$ cat config.mk
export PLATFORM = sky130hd
export DESIGN_NAME = timer_slot_table_event_flags_top
export DESIGN_NICKNAME = d
export VERILOG_FILES = /design/src/rtl/tst_pkg.sv /design/src/rtl/tst_ram.sv /design/src/rtl/tst_slot_table.sv /design/src/rtl/tst_ctrl.sv /design/src/rtl/timer_slot_table_event_flags_top.sv
export SDC_FILE = /design/constraint.sdc
export NUM_CORES = 2
export LEC_CHECK = 0
export ABC_AREA = 1
export BUFFER_PORTS_ARGS = -buffer_cell sky130_fd_sc_hd__clkbuf_2
export CAP_MARGIN = 20
export CORE_UTILIZATION = 40
export DETAILED_ROUTE_END_ITERATION = 6
export HOLD_SLACK_MARGIN = 0.08
export SYNTH_ARGS = -nofsm -noshare
export SYNTH_HDL_FRONTEND = slang
export SYNTH_SLANG_ARGS = --single-unit
$ cat constraint.sdc
create_clock -name clk_i -period 4.6 [get_ports clk_i]
set_input_delay 0 -clock clk_i [delete_from_list [all_inputs] [get_ports clk_i]]
set_output_delay 0 -clock clk_i [all_outputs]
set_load 0.02 [all_outputs]
$ cat src/rtl/tst_pkg.sv
// Shared types and constants for the timer slot table with event flags.
`default_nettype none

package tst_pkg;

  // Default configuration
  localparam int unsigned SLOTS_DEF       = 16;
  localparam int unsigned TIME_BITS_DEF   = 32;
  localparam int unsigned EVENT_COUNT_DEF = 16;

  // Fixed field widths
  localparam int unsigned FUNC_W   = 3;
  localparam int unsigned ID_W     = 4;
  localparam int unsigned DUR_W    = 32;
  localparam int unsigned EV_W     = 4;
  localparam int unsigned FLAGS_W  = 16;
  localparam int unsigned STATUS_W = 2;

  // Function codes; the two unused codes fall to the default arm
  typedef enum logic [FUNC_W-1:0] {
    FUNC_SET    = 3'd0,
    FUNC_START  = 3'd1,
    FUNC_CANCEL = 3'd2,
    FUNC_TICK   = 3'd3,
    FUNC_CLEAR  = 3'd4,
    FUNC_READ   = 3'd5
  } func_e;

  typedef enum logic [STATUS_W-1:0] {
    ST_OK      = 2'd0,
    ST_NO_FREE = 2'd1,
    ST_NO_SLOT = 2'd2
  } status_e;

  typedef enum logic [1:0] {
    MODE_FREE  = 2'd0,
    MODE_ALLOC = 2'd1,
    MODE_RUN   = 2'd2
  } mode_e;

  typedef enum logic [1:0] {
    S_IDLE,
    S_SCAN,
    S_TEVAL,
    S_RESP
  } state_e;

  // Operation applied to the slot table in the current cycle
  typedef enum logic [2:0] {
    OP_NONE,
    OP_ALLOC,
    OP_ARM,
    OP_CANCEL,
    OP_EXPIRE
  } slot_op_e;

  // Sequencer to datapath control
  typedef struct packed {
    slot_op_e op;
    logic     now_inc;
    logic     flag_clr;
    logic     out_load;
    status_e  status;
  } seq_ctl_t;

  // Slot table to sequencer status
  typedef struct packed {
    logic free_hit;
    logic alloc_hit;
    logic fire;
  } slot_sts_t;

endpackage

`default_nettype wire

$ cat src/rtl/tst_ram.sv
// Generic single write port RAM with registered read.
`default_nettype none

module tst_ram #(
  parameter int unsigned WIDTH = 8,
  parameter int unsigned DEPTH = 16,
  localparam int unsigned AW = (DEPTH > 1) ? $clog2(DEPTH) : 1
) (
  input  wire logic             clk_i,
  input  wire logic             we_i,
  input  wire logic [AW-1:0]    waddr_i,
  input  wire logic [WIDTH-1:0] wdata_i,
  input  wire logic [AW-1:0]    raddr_i,
  output logic      [WIDTH-1:0] rdata_o
);

  logic [WIDTH-1:0] mem_q [DEPTH];
  logic [WIDTH-1:0] rdata_q;

  // Write port and registered read port
  always_ff @(posedge clk_i) begin
    if (we_i) begin
      mem_q[waddr_i] <= wdata_i;
    end
    rdata_q <= mem_q[raddr_i];
  end

  assign rdata_o = rdata_q;

endmodule

`default_nettype wire

$ cat src/rtl/tst_slot_table.sv
// Slot table: per-slot mode and id registers, slot RAMs and the expiry compare.
`default_nettype none

module tst_slot_table #(
  parameter int unsigned SLOTS     = tst_pkg::SLOTS_DEF,
  parameter int unsigned TIME_BITS = tst_pkg::TIME_BITS_DEF,
  localparam int unsigned IDX_W = (SLOTS > 1) ? $clog2(SLOTS) : 1
) (
  input  wire logic                          clk_i,
  input  wire logic                          rst_ni,
  input  wire tst_pkg::slot_op_e             op_i,
  input  wire logic [IDX_W-1:0]              idx_i,
  input  wire logic [IDX_W-1:0]              rd_idx_i,
  input  wire logic [tst_pkg::ID_W-1:0]      id_i,
  input  wire logic [tst_pkg::EV_W-1:0]      ev_i,
  input  wire logic [TIME_BITS-1:0]          len_i,
  input  wire logic [TIME_BITS-1:0]          now_i,
  output tst_pkg::slot_sts_t                 sts_o,
  output logic      [tst_pkg::EV_W-1:0]      fire_ev_o
);

  import tst_pkg::*;

  localparam int unsigned CFG_W = EV_W + ID_W + TIME_BITS;

  mode_e            mode_q  [SLOTS];
  logic [ID_W-1:0]  timer_q [SLOTS];
  logic [SLOTS-1:0] match_id;
  logic [SLOTS-1:0] match_fire;

  logic [CFG_W-1:0]     cfg_rd;
  logic [TIME_BITS-1:0] start_rd;
  logic [EV_W-1:0]      rd_ev;
  logic [ID_W-1:0]      rd_timer;
  logic [TIME_BITS-1:0] rd_len;
  logic [TIME_BITS-1:0] elapsed;
  logic                 cfg_we;
  logic                 start_we;
  logic [TIME_BITS-1:0] start_wdata;

  assign {rd_ev, rd_timer, rd_len} = cfg_rd;

  // Wrapping elapsed time of the slot under evaluation
  assign elapsed = now_i - start_rd;

  assign sts_o.free_hit  = (mode_q[idx_i] == MODE_FREE);
  assign sts_o.alloc_hit = (mode_q[idx_i] != MODE_FREE) && match_id[idx_i];
  assign sts_o.fire      = (mode_q[idx_i] == MODE_RUN) && (elapsed >= rd_len);
  assign fire_ev_o       = rd_ev;

  // Per-slot id compare, mode and id registers
  for (genvar i = 0; i < SLOTS; i++) begin : g_slot
    assign match_id[i]   = (timer_q[i] == id_i);
    assign match_fire[i] = (timer_q[i] == rd_timer);

    always_ff @(posedge clk_i or negedge rst_ni) begin
      if (!rst_ni) begin
        mode_q[i] <= MODE_FREE;
      end else begin
        unique case (op_i)
          OP_ALLOC: begin
            if (idx_i == IDX_W'(i)) mode_q[i] <= MODE_ALLOC;
          end
          OP_ARM: begin
            if (idx_i == IDX_W'(i)) mode_q[i] <= MODE_RUN;
          end
          OP_CANCEL: begin
            if (match_id[i]) mode_q[i] <= MODE_FREE;
          end
          OP_EXPIRE: begin
            if (sts_o.fire && match_fire[i]) mode_q[i] <= MODE_FREE;
          end
          default: ;
        endcase
      end
    end

    always_ff @(posedge clk_i) begin
      if (op_i == OP_ALLOC && idx_i == IDX_W'(i)) begin
        timer_q[i] <= id_i;
      end
    end
  end

  // Slot RAM write controls; set clears the start stamp
  assign cfg_we      = (op_i == OP_ALLOC);
  assign start_we    = (op_i == OP_ALLOC) || (op_i == OP_ARM);
  assign start_wdata = (op_i == OP_ARM) ? now_i : '0;

  tst_ram #(
    .WIDTH (CFG_W),
    .DEPTH (SLOTS)
  ) u_cfg_ram (
    .clk_i   (clk_i),
    .we_i    (cfg_we),
    .waddr_i (idx_i),
    .wdata_i ({ev_i, id_i, len_i}),
    .raddr_i (rd_idx_i),
    .rdata_o (cfg_rd)
  );

  tst_ram #(
    .WIDTH (TIME_BITS),
    .DEPTH (SLOTS)
  ) u_start_ram (
    .clk_i   (clk_i),
    .we_i    (start_we),
    .waddr_i (idx_i),
    .wdata_i (start_wdata),
    .raddr_i (rd_idx_i),
    .rdata_o (start_rd)
  );

endmodule

`default_nettype wire

$ cat src/rtl/tst_ctrl.sv
// Sequencer: walks the slot index for set, start and tick, and hands off the result.
`default_nettype none

module tst_ctrl #(
  parameter int unsigned SLOTS = tst_pkg::SLOTS_DEF,
  localparam int unsigned IDX_W = (SLOTS > 1) ? $clog2(SLOTS) : 1
) (
  input  wire logic               clk_i,
  input  wire logic               rst_ni,
  input  wire logic               in_valid_i,
  input  wire tst_pkg::func_e     func_i,
  input  wire logic               out_free_i,
  input  wire tst_pkg::slot_sts_t sts_i,
  output tst_pkg::seq_ctl_t       ctl_o,
  output logic      [IDX_W-1:0]   idx_o,
  output logic      [IDX_W-1:0]   rd_idx_o,
  output logic                    busy_o
);

  import tst_pkg::*;

  state_e           state_q, state_d;
  logic [IDX_W-1:0] idx_q, idx_d;
  status_e          status_q, status_d;
  logic             last;

  assign last = (idx_q == IDX_W'(SLOTS - 1));

  // State, index and status registers
  always_ff @(posedge clk_i or negedge rst_ni) begin
    if (!rst_ni) begin
      state_q  <= S_IDLE;
      idx_q    <= '0;
      status_q <= ST_OK;
    end else begin
      state_q  <= state_d;
      idx_q    <= idx_d;
      status_q <= status_d;
    end
  end

  // Next state
  always_comb begin
    state_d = state_q;
    unique case (state_q)
      S_IDLE: begin
        if (in_valid_i) state_d = S_SCAN;
      end
      S_SCAN: begin
        unique case (func_i)
          FUNC_SET:   if (sts_i.free_hit || last) state_d = S_RESP;
          FUNC_START: if (sts_i.alloc_hit || last) state_d = S_RESP;
          FUNC_TICK:  state_d = S_TEVAL;
          default:    state_d = S_RESP;
        endcase
      end
      S_TEVAL: begin
        if (last) state_d = S_RESP;
      end
      S_RESP: begin
        if (out_free_i) state_d = S_IDLE;
      end
      default: state_d = S_IDLE;
    endcase
  end

  // Slot index and status
  always_comb begin
    idx_d    = idx_q;
    status_d = status_q;
    unique case (state_q)
      S_IDLE: begin
        idx_d    = '0;
        status_d = ST_OK;
      end
      S_SCAN: begin
        unique case (func_i)
          FUNC_SET: begin
            if (!sts_i.free_hit) begin
              if (last) status_d = ST_NO_FREE;
              else      idx_d    = idx_q + 1'b1;
            end
          end
          FUNC_START: begin
            if (!sts_i.alloc_hit) begin
              if (last) status_d = ST_NO_SLOT;
              else      idx_d    = idx_q + 1'b1;
            end
          end
          default: idx_d = '0;
        endcase
      end
      S_TEVAL: begin
        if (!last) idx_d = idx_q + 1'b1;
      end
      default: ;
    endcase
  end

  // Datapath controls
  always_comb begin
    ctl_o.op       = OP_NONE;
    ctl_o.now_inc  = 1'b0;
    ctl_o.flag_clr = 1'b0;
    ctl_o.out_load = 1'b0;
    ctl_o.status   = status_q;
    unique case (state_q)
      S_SCAN: begin
        unique case (func_i)
          FUNC_SET:    if (sts_i.free_hit) ctl_o.op = OP_ALLOC;
          FUNC_START:  if (sts_i.alloc_hit) ctl_o.op = OP_ARM;
          FUNC_CANCEL: ctl_o.op = OP_CANCEL;
          FUNC_TICK:   ctl_o.now_inc = 1'b1;
          FUNC_CLEAR:  ctl_o.flag_clr = 1'b1;
          default: ;
        endcase
      end
      S_TEVAL: ctl_o.op = OP_EXPIRE;
      S_RESP:  ctl_o.out_load = out_free_i;
      default: ;
    endcase
  end

  // RAM read runs one slot ahead of evaluation during a tick scan
  assign idx_o    = idx_q;
  assign rd_idx_o = (state_q == S_TEVAL && !last) ? idx_q + 1'b1 : idx_q;
  assign busy_o   = (state_q != S_IDLE);

endmodule

`default_nettype wire

$ cat src/rtl/timer_slot_table_event_flags_top.sv
// Top level of the timer slot table with event flags.
// Cancel, clear, read and unused codes need no scan; set and start scan the slots in index order
// up to the first hit, or to the last slot on a miss; tick scans every slot, one slot per cycle,
// through the slot RAMs.
// One item at a time: the next item is accepted only after the result has been registered.
// Asynchronous active-low reset frees all slots and clears the time counter and flags.
`default_nettype none

module timer_slot_table_event_flags_top #(
  parameter int unsigned SLOTS       = tst_pkg::SLOTS_DEF,
  parameter int unsigned TIME_BITS   = tst_pkg::TIME_BITS_DEF,
  parameter int unsigned EVENT_COUNT = tst_pkg::EVENT_COUNT_DEF
) (
  input  wire logic                           clk_i,
  input  wire logic                           rst_ni,
  input  wire logic                           in_valid_i,
  output logic                                in_stall_o,
  input  wire logic [tst_pkg::FUNC_W-1:0]     func_i,
  input  wire logic [tst_pkg::ID_W-1:0]       timer_id_i,
  input  wire logic [tst_pkg::DUR_W-1:0]      duration_i,
  input  wire logic [tst_pkg::EV_W-1:0]       event_id_i,
  output logic                                out_valid_o,
  input  wire logic                           out_stall_i,
  output logic      [tst_pkg::FLAGS_W-1:0]    event_flags_o,
  output logic      [tst_pkg::STATUS_W-1:0]   status_o
);

  import tst_pkg::*;

  localparam int unsigned IDX_W = (SLOTS > 1) ? $clog2(SLOTS) : 1;
  localparam logic [63:0] TimeMax = {64{1'b1}} >> (64 - TIME_BITS);

  logic                   accept;
  logic                   busy;
  logic                   out_free;
  seq_ctl_t               ctl;
  slot_sts_t              sts;
  logic [IDX_W-1:0]       idx;
  logic [IDX_W-1:0]       rd_idx;
  logic [EV_W-1:0]        fire_ev;

  func_e                  func_q;
  logic [ID_W-1:0]        id_q;
  logic [EV_W-1:0]        ev_q;
  logic [TIME_BITS-1:0]   len_q;
  logic [63:0]            dur_wide;
  logic [TIME_BITS-1:0]   len_d;

  logic [TIME_BITS-1:0]   now_q;
  logic [EVENT_COUNT-1:0] flag_q, flag_d;

  logic                   out_valid_q;
  logic [FLAGS_W-1:0]     out_flags_q;
  status_e                out_status_q;

  assign accept     = in_valid_i && !busy;
  assign in_stall_o = busy;
  assign out_free   = !out_valid_q || !out_stall_i;

  // Saturate the duration to the time counter range
  assign dur_wide = 64'(duration_i);
  assign len_d    = (dur_wide > TimeMax) ? TimeMax[TIME_BITS-1:0] : dur_wide[TIME_BITS-1:0];

  // Transaction capture
  always_ff @(posedge clk_i) begin
    if (accept) begin
      func_q <= func_e'(func_i);
      id_q   <= timer_id_i;
      ev_q   <= event_id_i;
      len_q  <= len_d;
    end
  end

  // Flag update; an event id beyond the flag count shifts out to nothing
  always_comb begin
    flag_d = flag_q;
    if (ctl.flag_clr) begin
      flag_d = flag_q & ~(EVENT_COUNT'(1) << ev_q);
    end else if (ctl.op == OP_EXPIRE && sts.fire) begin
      flag_d = flag_q | (EVENT_COUNT'(1) << fire_ev);
    end
  end

  // Time counter and flag register
  always_ff @(posedge clk_i or negedge rst_ni) begin
    if (!rst_ni) begin
      now_q  <= '0;
      flag_q <= '0;
    end else begin
      if (ctl.now_inc) now_q <= now_q + 1'b1;
      flag_q <= flag_d;
    end
  end

  // Output register
  always_ff @(posedge clk_i or negedge rst_ni) begin
    if (!rst_ni) begin
      out_valid_q <= 1'b0;
    end else if (ctl.out_load) begin
      out_valid_q <= 1'b1;
    end else if (!out_stall_i) begin
      out_valid_q <= 1'b0;
    end
  end

  always_ff @(posedge clk_i) begin
    if (ctl.out_load) begin
      out_flags_q  <= FLAGS_W'(flag_q);
      out_status_q <= ctl.status;
    end
  end

  assign out_valid_o   = out_valid_q;
  assign event_flags_o = out_flags_q;
  assign status_o      = out_status_q;

  tst_ctrl #(
    .SLOTS (SLOTS)
  ) u_ctrl (
    .clk_i      (clk_i),
    .rst_ni     (rst_ni),
    .in_valid_i (in_valid_i),
    .func_i     (func_q),
    .out_free_i (out_free),
    .sts_i      (sts),
    .ctl_o      (ctl),
    .idx_o      (idx),
    .rd_idx_o   (rd_idx),
    .busy_o     (busy)
  );

  tst_slot_table #(
    .SLOTS     (SLOTS),
    .TIME_BITS (TIME_BITS)
  ) u_slot_table (
    .clk_i     (clk_i),
    .rst_ni    (rst_ni),
    .op_i      (ctl.op),
    .idx_i     (idx),
    .rd_idx_i  (rd_idx),
    .id_i      (id_q),
    .ev_i      (ev_q),
    .len_i     (len_q),
    .now_i     (now_q),
    .sts_o     (sts),
    .fire_ev_o (fire_ev)
  );

endmodule

`default_nettype wire

After elaboration in Yosys (flattened, before gate mapping)
Memories as Yosys holds them, arrays and structs flattened. A register that Yosys moved wholly into a read port is not among the register bits.
Cells that the tools add are included.
{"block": "totals", "word_cells": 463, "ram_bits": 1216, "out_inout_bits": 20, "n_memories": 3, "ff_bits": 150}
{"block": "classes", "eq_ne": 134, "shifts": 2, "magnitude_cmp": 4, "n_mux": 196, "addsub": 3, "n_reduce_logical": 89, "bitwise": 4}
{"name": "u_slot_table.u_cfg_ram.mem_q", "depth": 16, "word_bits": 40, "read_ports": 1, "rd_ports_with_merged_regs": 1, "wr": 1, "line": "tst_ram.sv:17", "source": "logic [WIDTH-1:0] mem_q [DEPTH];"}
{"name": "u_slot_table.u_start_ram.mem_q", "depth": 16, "word_bits": 32, "read_ports": 1, "rd_ports_with_merged_regs": 1, "wr": 1, "line": "tst_ram.sv:17"}
{"name": "u_slot_table.timer_q", "depth": 16, "word_bits": 4, "read_ports": 16, "rd_ports_with_merged_regs": 0, "wr": 1, "line": "tst_slot_table.sv:27", "source": "logic [ID_W-1:0] timer_q [SLOTS];"}
{"operator": "two-way mux 2 bit", "n": 75}
{"operator": "two-way mux 4 bit", "n": 34}
{"operator": "case mux 2 bit (4 select lines)", "n": 17}
{"operator": "== test 4 bit", "n": 32}
{"operator": "inequality test 2 x 1 -> 1 bit, second input constant", "n": 50}
{"operator": "AND reduction 5 bit", "n": 17}
{"operator": "OR reduction 4 bit", "n": 15}
{"operator": "two-way mux 1 bit", "n": 58}
{"operator": "logical AND 1 bit", "n": 37}
{"operator": "inequality test 2 bit, second input constant", "n": 18}
{"operator": "adder 32 x 1 -> 32 bit, second input constant", "n": 1}
{"operator": "== test 4 bit, second input constant", "n": 8}
{"operator": ">= comparator 32 bit", "n": 1}
{"operator": "greater-than comparator 32 bit, second input constant", "n": 1}
{"operator": "two-way mux 16 bit", "n": 2}
{"operator": "two-way mux 32 bit", "n": 1}
{"operator": "<< shifter 1 x 4 -> 16 bit, first input constant", "n": 2}
{"operator": "subtractor 32 bit", "n": 1}
{"operator": "AND 16 bit", "n": 1}
{"operator": "== test 4 x 3 -> 1 bit, second input constant", "n": 4}
{"operator": "inverter 16 bit", "n": 1}
{"operator": "OR 16 bit", "n": 1}
{"operator": "inequality test 3 x 2 -> 1 bit, second input constant", "n": 5}
{"operator": "== test 3 x 2 -> 1 bit, second input constant", "n": 4}
{"operator": "other kinds (28)", "n": 46}

Longest topological paths before layout
{"block": "depth", "ltp_word": 29, "depth_mapped": 32, "ltp_nobuf": 32}

Cells and area by module
A second synthesis with hierarchy kept.
{"block": "hier_totals", "hier_cells": 6412, "hier_area_um2": 64932.3}
{"module": "tst_ram at u_slot_table.u_cfg_ram", "instances": 1, "cells_per_inst": 2643, "seq_area_each_um2": 20019.2, "area_each_um2": 28318.4}
{"module": "tst_ram at u_slot_table.u_start_ram", "instances": 1, "cells_per_inst": 2120, "seq_area_each_um2": 16015.4, "area_each_um2": 22730.6}
{"module": "tst_slot_table", "instances": 1, "cells_per_inst": 1151, "seq_area_each_um2": 2722.6, "area_each_um2": 8678.3}
{"module": "timer_slot_table_event_flags_top", "instances": 1, "cells_per_inst": 374, "seq_area_each_um2": 3057.9, "area_each_um2": 4404.2}
{"module": "tst_ctrl", "instances": 1, "cells_per_inst": 124, "seq_area_each_um2": 200.2, "area_each_um2": 800.8}

Least setup slack after synthesis
No wires, ideal clock.
{"block": "synth_path", "path_type": "register to register", "start": "register now_q[0]", "end": "register flag_q[10]", "setup_time_ps": 65, "path_stages_with_launch": 31, "t_required_ps": 4535, "arrival_ps": 4423, "slack_ps": 112, "path_cell_list": "dfrtp_1 > inv_1 > ha_1 > inv_1 > fa_1 > nand3_1 > nand2_1 > a21oi_1 > o21ai_0 > a21boi_0 > inv_1 > nand2_1 > nand2_1 > a21boi_0 > o21ai_0 > nand2_1 > nand2_1 > nand2_1 > nand2_1 > ha_1 > nand2_1 > nor2_1 > nand2_1 > nor4_1 > nand4_1 > nand3_1 > nand2_1 > o21bai_1 > buf_2 > nand3_1 > nand2_1"}
{"block": "synth_via", "elab_chain_len": 5}
{"element": "from (decl)", "line": "timer_slot_table_event_flags_top.sv:49", "source": "logic [TIME_BITS-1:0] now_q;"}
{"element": "from (signal assigned)", "line": "timer_slot_table_event_flags_top.sv:90", "source": "if (ctl.now_inc) now_q <= now_q + 1'b1;"}
{"element": "subtractor 32 bit", "line": "tst_slot_table.sv:44", "source": "assign elapsed = now_i - start_rd;"}
{"element": ">= comparator 32 bit", "line": "tst_slot_table.sv:48", "source": "assign sts_o.fire = (mode_q[idx_i] == MODE_RUN) && (elapsed >= rd_len);"}
{"element": "logical AND 1 bit", "line": "tst_slot_table.sv:48"}
{"element": "logical AND 1 bit", "line": "timer_slot_table_event_flags_top.sv:79", "source": "end else if (ctl.op == OP_EXPIRE && sts.fire) begin"}
{"element": "nonzero test 2 bit (no line)"}
{"element": "to (signal assigned)", "line": "timer_slot_table_event_flags_top.sv:91", "source": "flag_q <= flag_d;"}
{"element": "to (decl)", "line": "timer_slot_table_event_flags_top.sv:50", "source": "logic [EVENT_COUNT-1:0] flag_q, flag_d;"}
No other way between the ends.
A chain may end at the register's enable or synchronous reset.

Worst setup path in the final report
{"block": "layout_path", "start": "register now_q[0]", "end": "register flag_q[2]"}
The elaborated chain is that of the path after synthesis.

==> out/qor.txt <==
initial core utilization: 0.4047
vias in the first global route: 37,260
combinational power share: 0.324
Fin. Hold Viols: 0
# fillers: 12,610
register area share after synthesis: 0.6972
Worst-path clk slew: 0.06 ns
status: finished clean
FF+latch count, synth: 1,374
top post-synthesis cells by count: edfxtp_1, nor2_1, o21ai_0, nand2_1, inv_1
Core Rows: 138
CORE AREA: 142,100 um^2
antenna-violating nets left: 0
Synth area leader: edfxtp_1
dpl hpwl: 90.49 mm
layout cells sized above 1: 0.1145
WP data arrival: 5.05 ns
CTS root buffer: clkbuf_16
deepest clock path buffer count: 3
final worst-path cycle share: 0.9413
dpl ws: -0.2044 ns
nature of the critical path endpoint: flip-flop
Synth Instances: 4,772
Ys Warns: 0
PortBufs: 66
Seq pwr share: 0.380
Rel. slew slack: 0.2414
setup ws final: 0.2702 ns
CTS H-tree lvls: 4
first-pass GRT wire length: 234.2 mm
GP Congestion: 0.9334
reg-to-reg setup timing slack: 0.27 ns
Area contributors post-synth: edfxtp_1, o21ai_0, nor2_1, dfrtp_1, nand2_1
maximum vdd drop: 743.7 uV
HP Class: primary input to flip-flop
multi-input logic area: 15,650 um^2
WP data required: 5.32 ns
vias per cell: 5.480
FMAX: 231.0 MHz
WL final: 155.2 mm
Sw Share: 0.3718
Iteration-0 DRC Markers: 3,844
# Max-Cap Violations: 0
Critical Path Max Stage Delay: 0.39 ns
Worst Path Max Fanout: 12
Yosys cell types: 56
cell mode on critical path: nand2_1
Mapped Area: 57,510 um^2
I/O pin cnt: 67
wire length per cell: 22.13 um
Tmin final: 4.330 ns
final setup vio count: 0
aggregate global-route resource usage: 0.2109
register area: 40,090 um^2
DR DRC count: 0
Worst-Margin Slew: 1.136 ns
synthesis-to-layout area growth: 17.46%
top_reg_cell synth: edfxtp_1
Num CTS Buffers: 146
Crit Path Class: flip-flop to flip-flop
largest net degree at the start of global routing: 193
GRT overflow: 0
Die Y: 381.2 um
Yosys top cell area share: 0.6334
Clk pwr share: 0.296
sw power: 14.88 mW
Worst setup SP type: flip-flop
Post-synth EDFFs: 1,213
Leakage: 24.16 nW
DIE AREA: 145,300 um^2
die width: 381.2 um
first-pass iteration count of the detailed router: 6
synthesized area per cell: 12.05 um^2
pwr dens: 592.5 nW/um^2
utilization after layout: 0.4753
count leader, synth: edfxtp_1
syn_nets: 4,893
Via Count: 38,410
CTS sink count: 1,374
initial antenna violation count: 1
CP max stage cell: dfrtp_1
ys async rst share: 0.06477
CTS tree: yes
clk_lat worst skew: 0.80 ns
Layout Nets: 5,119
max-slew violation count: 0
final clock skew: 0.07263 ns
Pint: 25.14 mW
==> stage by stage <==
step / instances / power [mW] / setup TNS (ns) / hold slack (ns) / area, um^2
floorplan: 4772 / 23.39 / 0 / -0.2956 / 57510
global placement: 6645 / 28.02 / -4.038 / 0.06276 / 61590
detailed placement: 6645 / 28.21 / -7.597 / 0.06880 / 61590
CTS: 7006 / 40.14 / 0 / 0.2685 / 67380
global route: 7009 / 42.13 / -0.07205 / 0.3261 / 67540
finish: 7010 / 40.02 / 0 / 0.3162 / 67550
==> flip-flops by register name (all words and copies together), names as in the netlist <==
register and cells:
id_q 4, ev_q 4, flag_q 16, now_q 32, status_o 2, out_valid_o 1, u_slot_table.mode_q 32, func_q 3
u_slot_table.u_start_ram.mem_q 512, u_slot_table.u_cfg_ram.mem_q 640, u_slot_table.u_cfg_ram.rdata_o 40, len_q 32, u_ctrl.state_q 2, u_ctrl.idx_o 4, u_ctrl.status_q 2, event_flags_o 16
u_slot_table.u_start_ram.rdata_o 32
==> final cells by class <==
| class | count | area share |
|---|---|---|
| Antenna cell | 1 | 0.00003705 |
| Timing Repair Buffer | 353 | 0.05214 |
| Inverter | 274 | 0.01567 |
| Multi-Input combinational cell | 2849 | 0.2317 |
| Sequential cell | 1374 | 0.5936 |
| Clock inverter | 62 | 0.01232 |
| Tap cell | 1890 | 0.03501 |
| Clock buffer | 207 | 0.05957 |
==> critical path: cells and delay by family, from the launching register on <==
family,cells,cell delay [ns]
simple gates,13,1.34
compound gates,6,0.88
fa+ha+maj,3,0.79
buf+inv,6,0.70
flops,1,0.39
xor+xnor,1,0.13
==> power by group through the flow <==
stage / Combinational, mW / Sequential (mW) / Clock [mW]
6_report: 13.0 / 15.2 / 11.8
4_1_cts: 12.9 / 15.2 / 12.0
2_1_floorplan: 8.26 / 15.1 / 0
5_1_grt: 14.3 / 15.3 / 12.5
3_3_place_gp: 12.6 / 15.4 / 0
3_5_place_dp: 12.8 / 15.4 / 0
==> metal layers <==
| layer | GRT usage | share of wire |
|---|---|---|
| met2 | 0.3387 | 0.47 |
| met4 | 0.06076 | 0.023 |
| met1 | 0.2968 | 0.45 |
| met5 | 0 | 0 |
| met3 | 0.03132 | 0.058 |
==> placed cells by master, fill, tap and decap left out, types with 16 or more instances in the layout <==
cell and instances:
clkinv_1 17, inv_1 252, dfxtp_1 72, buf_4 131
dlygate4sd3_1 91, nand3_1 107, nand4_1 37, inv_2 16
edfxtp_1 1213, o22ai_1 140, nor3_1 28, xnor2_1 23
clkbuf_2 65, xor2_1 121, o21ai_0 618, buf_12 62
nand2_1 505, ha_1 72, a21oi_1 70, nor2_1 678
nand2_2 17, o211ai_1 142, dfrtp_1 89, o221ai_1 143
clkbuf_16 147, nor2_4 32, clkbuf_1 48
==> logic make-up (layout without fill, tap and decap cells) <==
| family | count (synthesis) | after routing | share of synthesized area |
|---|---|---|---|
| simple gates | 1453 | 1453 | 0.1041 |
| compound gates | 1177 | 1177 | 0.1226 |
| flops | 1374 | 1374 | 0.6972 |
| buf+inv | 549 | 896 | 0.03766 |
| other cells | 0 | 1 | 0 |
| fa+ha+maj | 74 | 74 | 0.01623 |
| xor+xnor | 145 | 145 | 0.02221 |
==> final timing paths <==
path	depth (start not counted)	to	startpoint
setup / recovery	29	flag_q[2]$_DFFE_PN0P_	now_q[0]$_DFFE_PN0P_
hold / removal	4	event_flags_o[15]$_DFFE_PP_	out_stall_i
setup reg to reg	29	flag_q[2]$_DFFE_PN0P_	now_q[0]$_DFFE_PN0P_
hold reg to reg	0	event_flags_o[3]$_DFFE_PP_	flag_q[3]$_DFFE_PN0P_
max in group asynchronous	4	now_q[31]$_DFFE_PN0P_	rst_ni
min in group asynchronous	4	u_slot_table.mode_q[9]$_DFFE_PN0P_	rst_ni
==> timing repair <==
action	CTS	global route
hold endpoints to repair	176	0
setup endpoints to repair	48	48
setup buffers	0	2
cloned	0	1
pin swaps	0	13
resized for setup	6	56
hold buffers	92	0
Power figures use the tool's default switching activity.
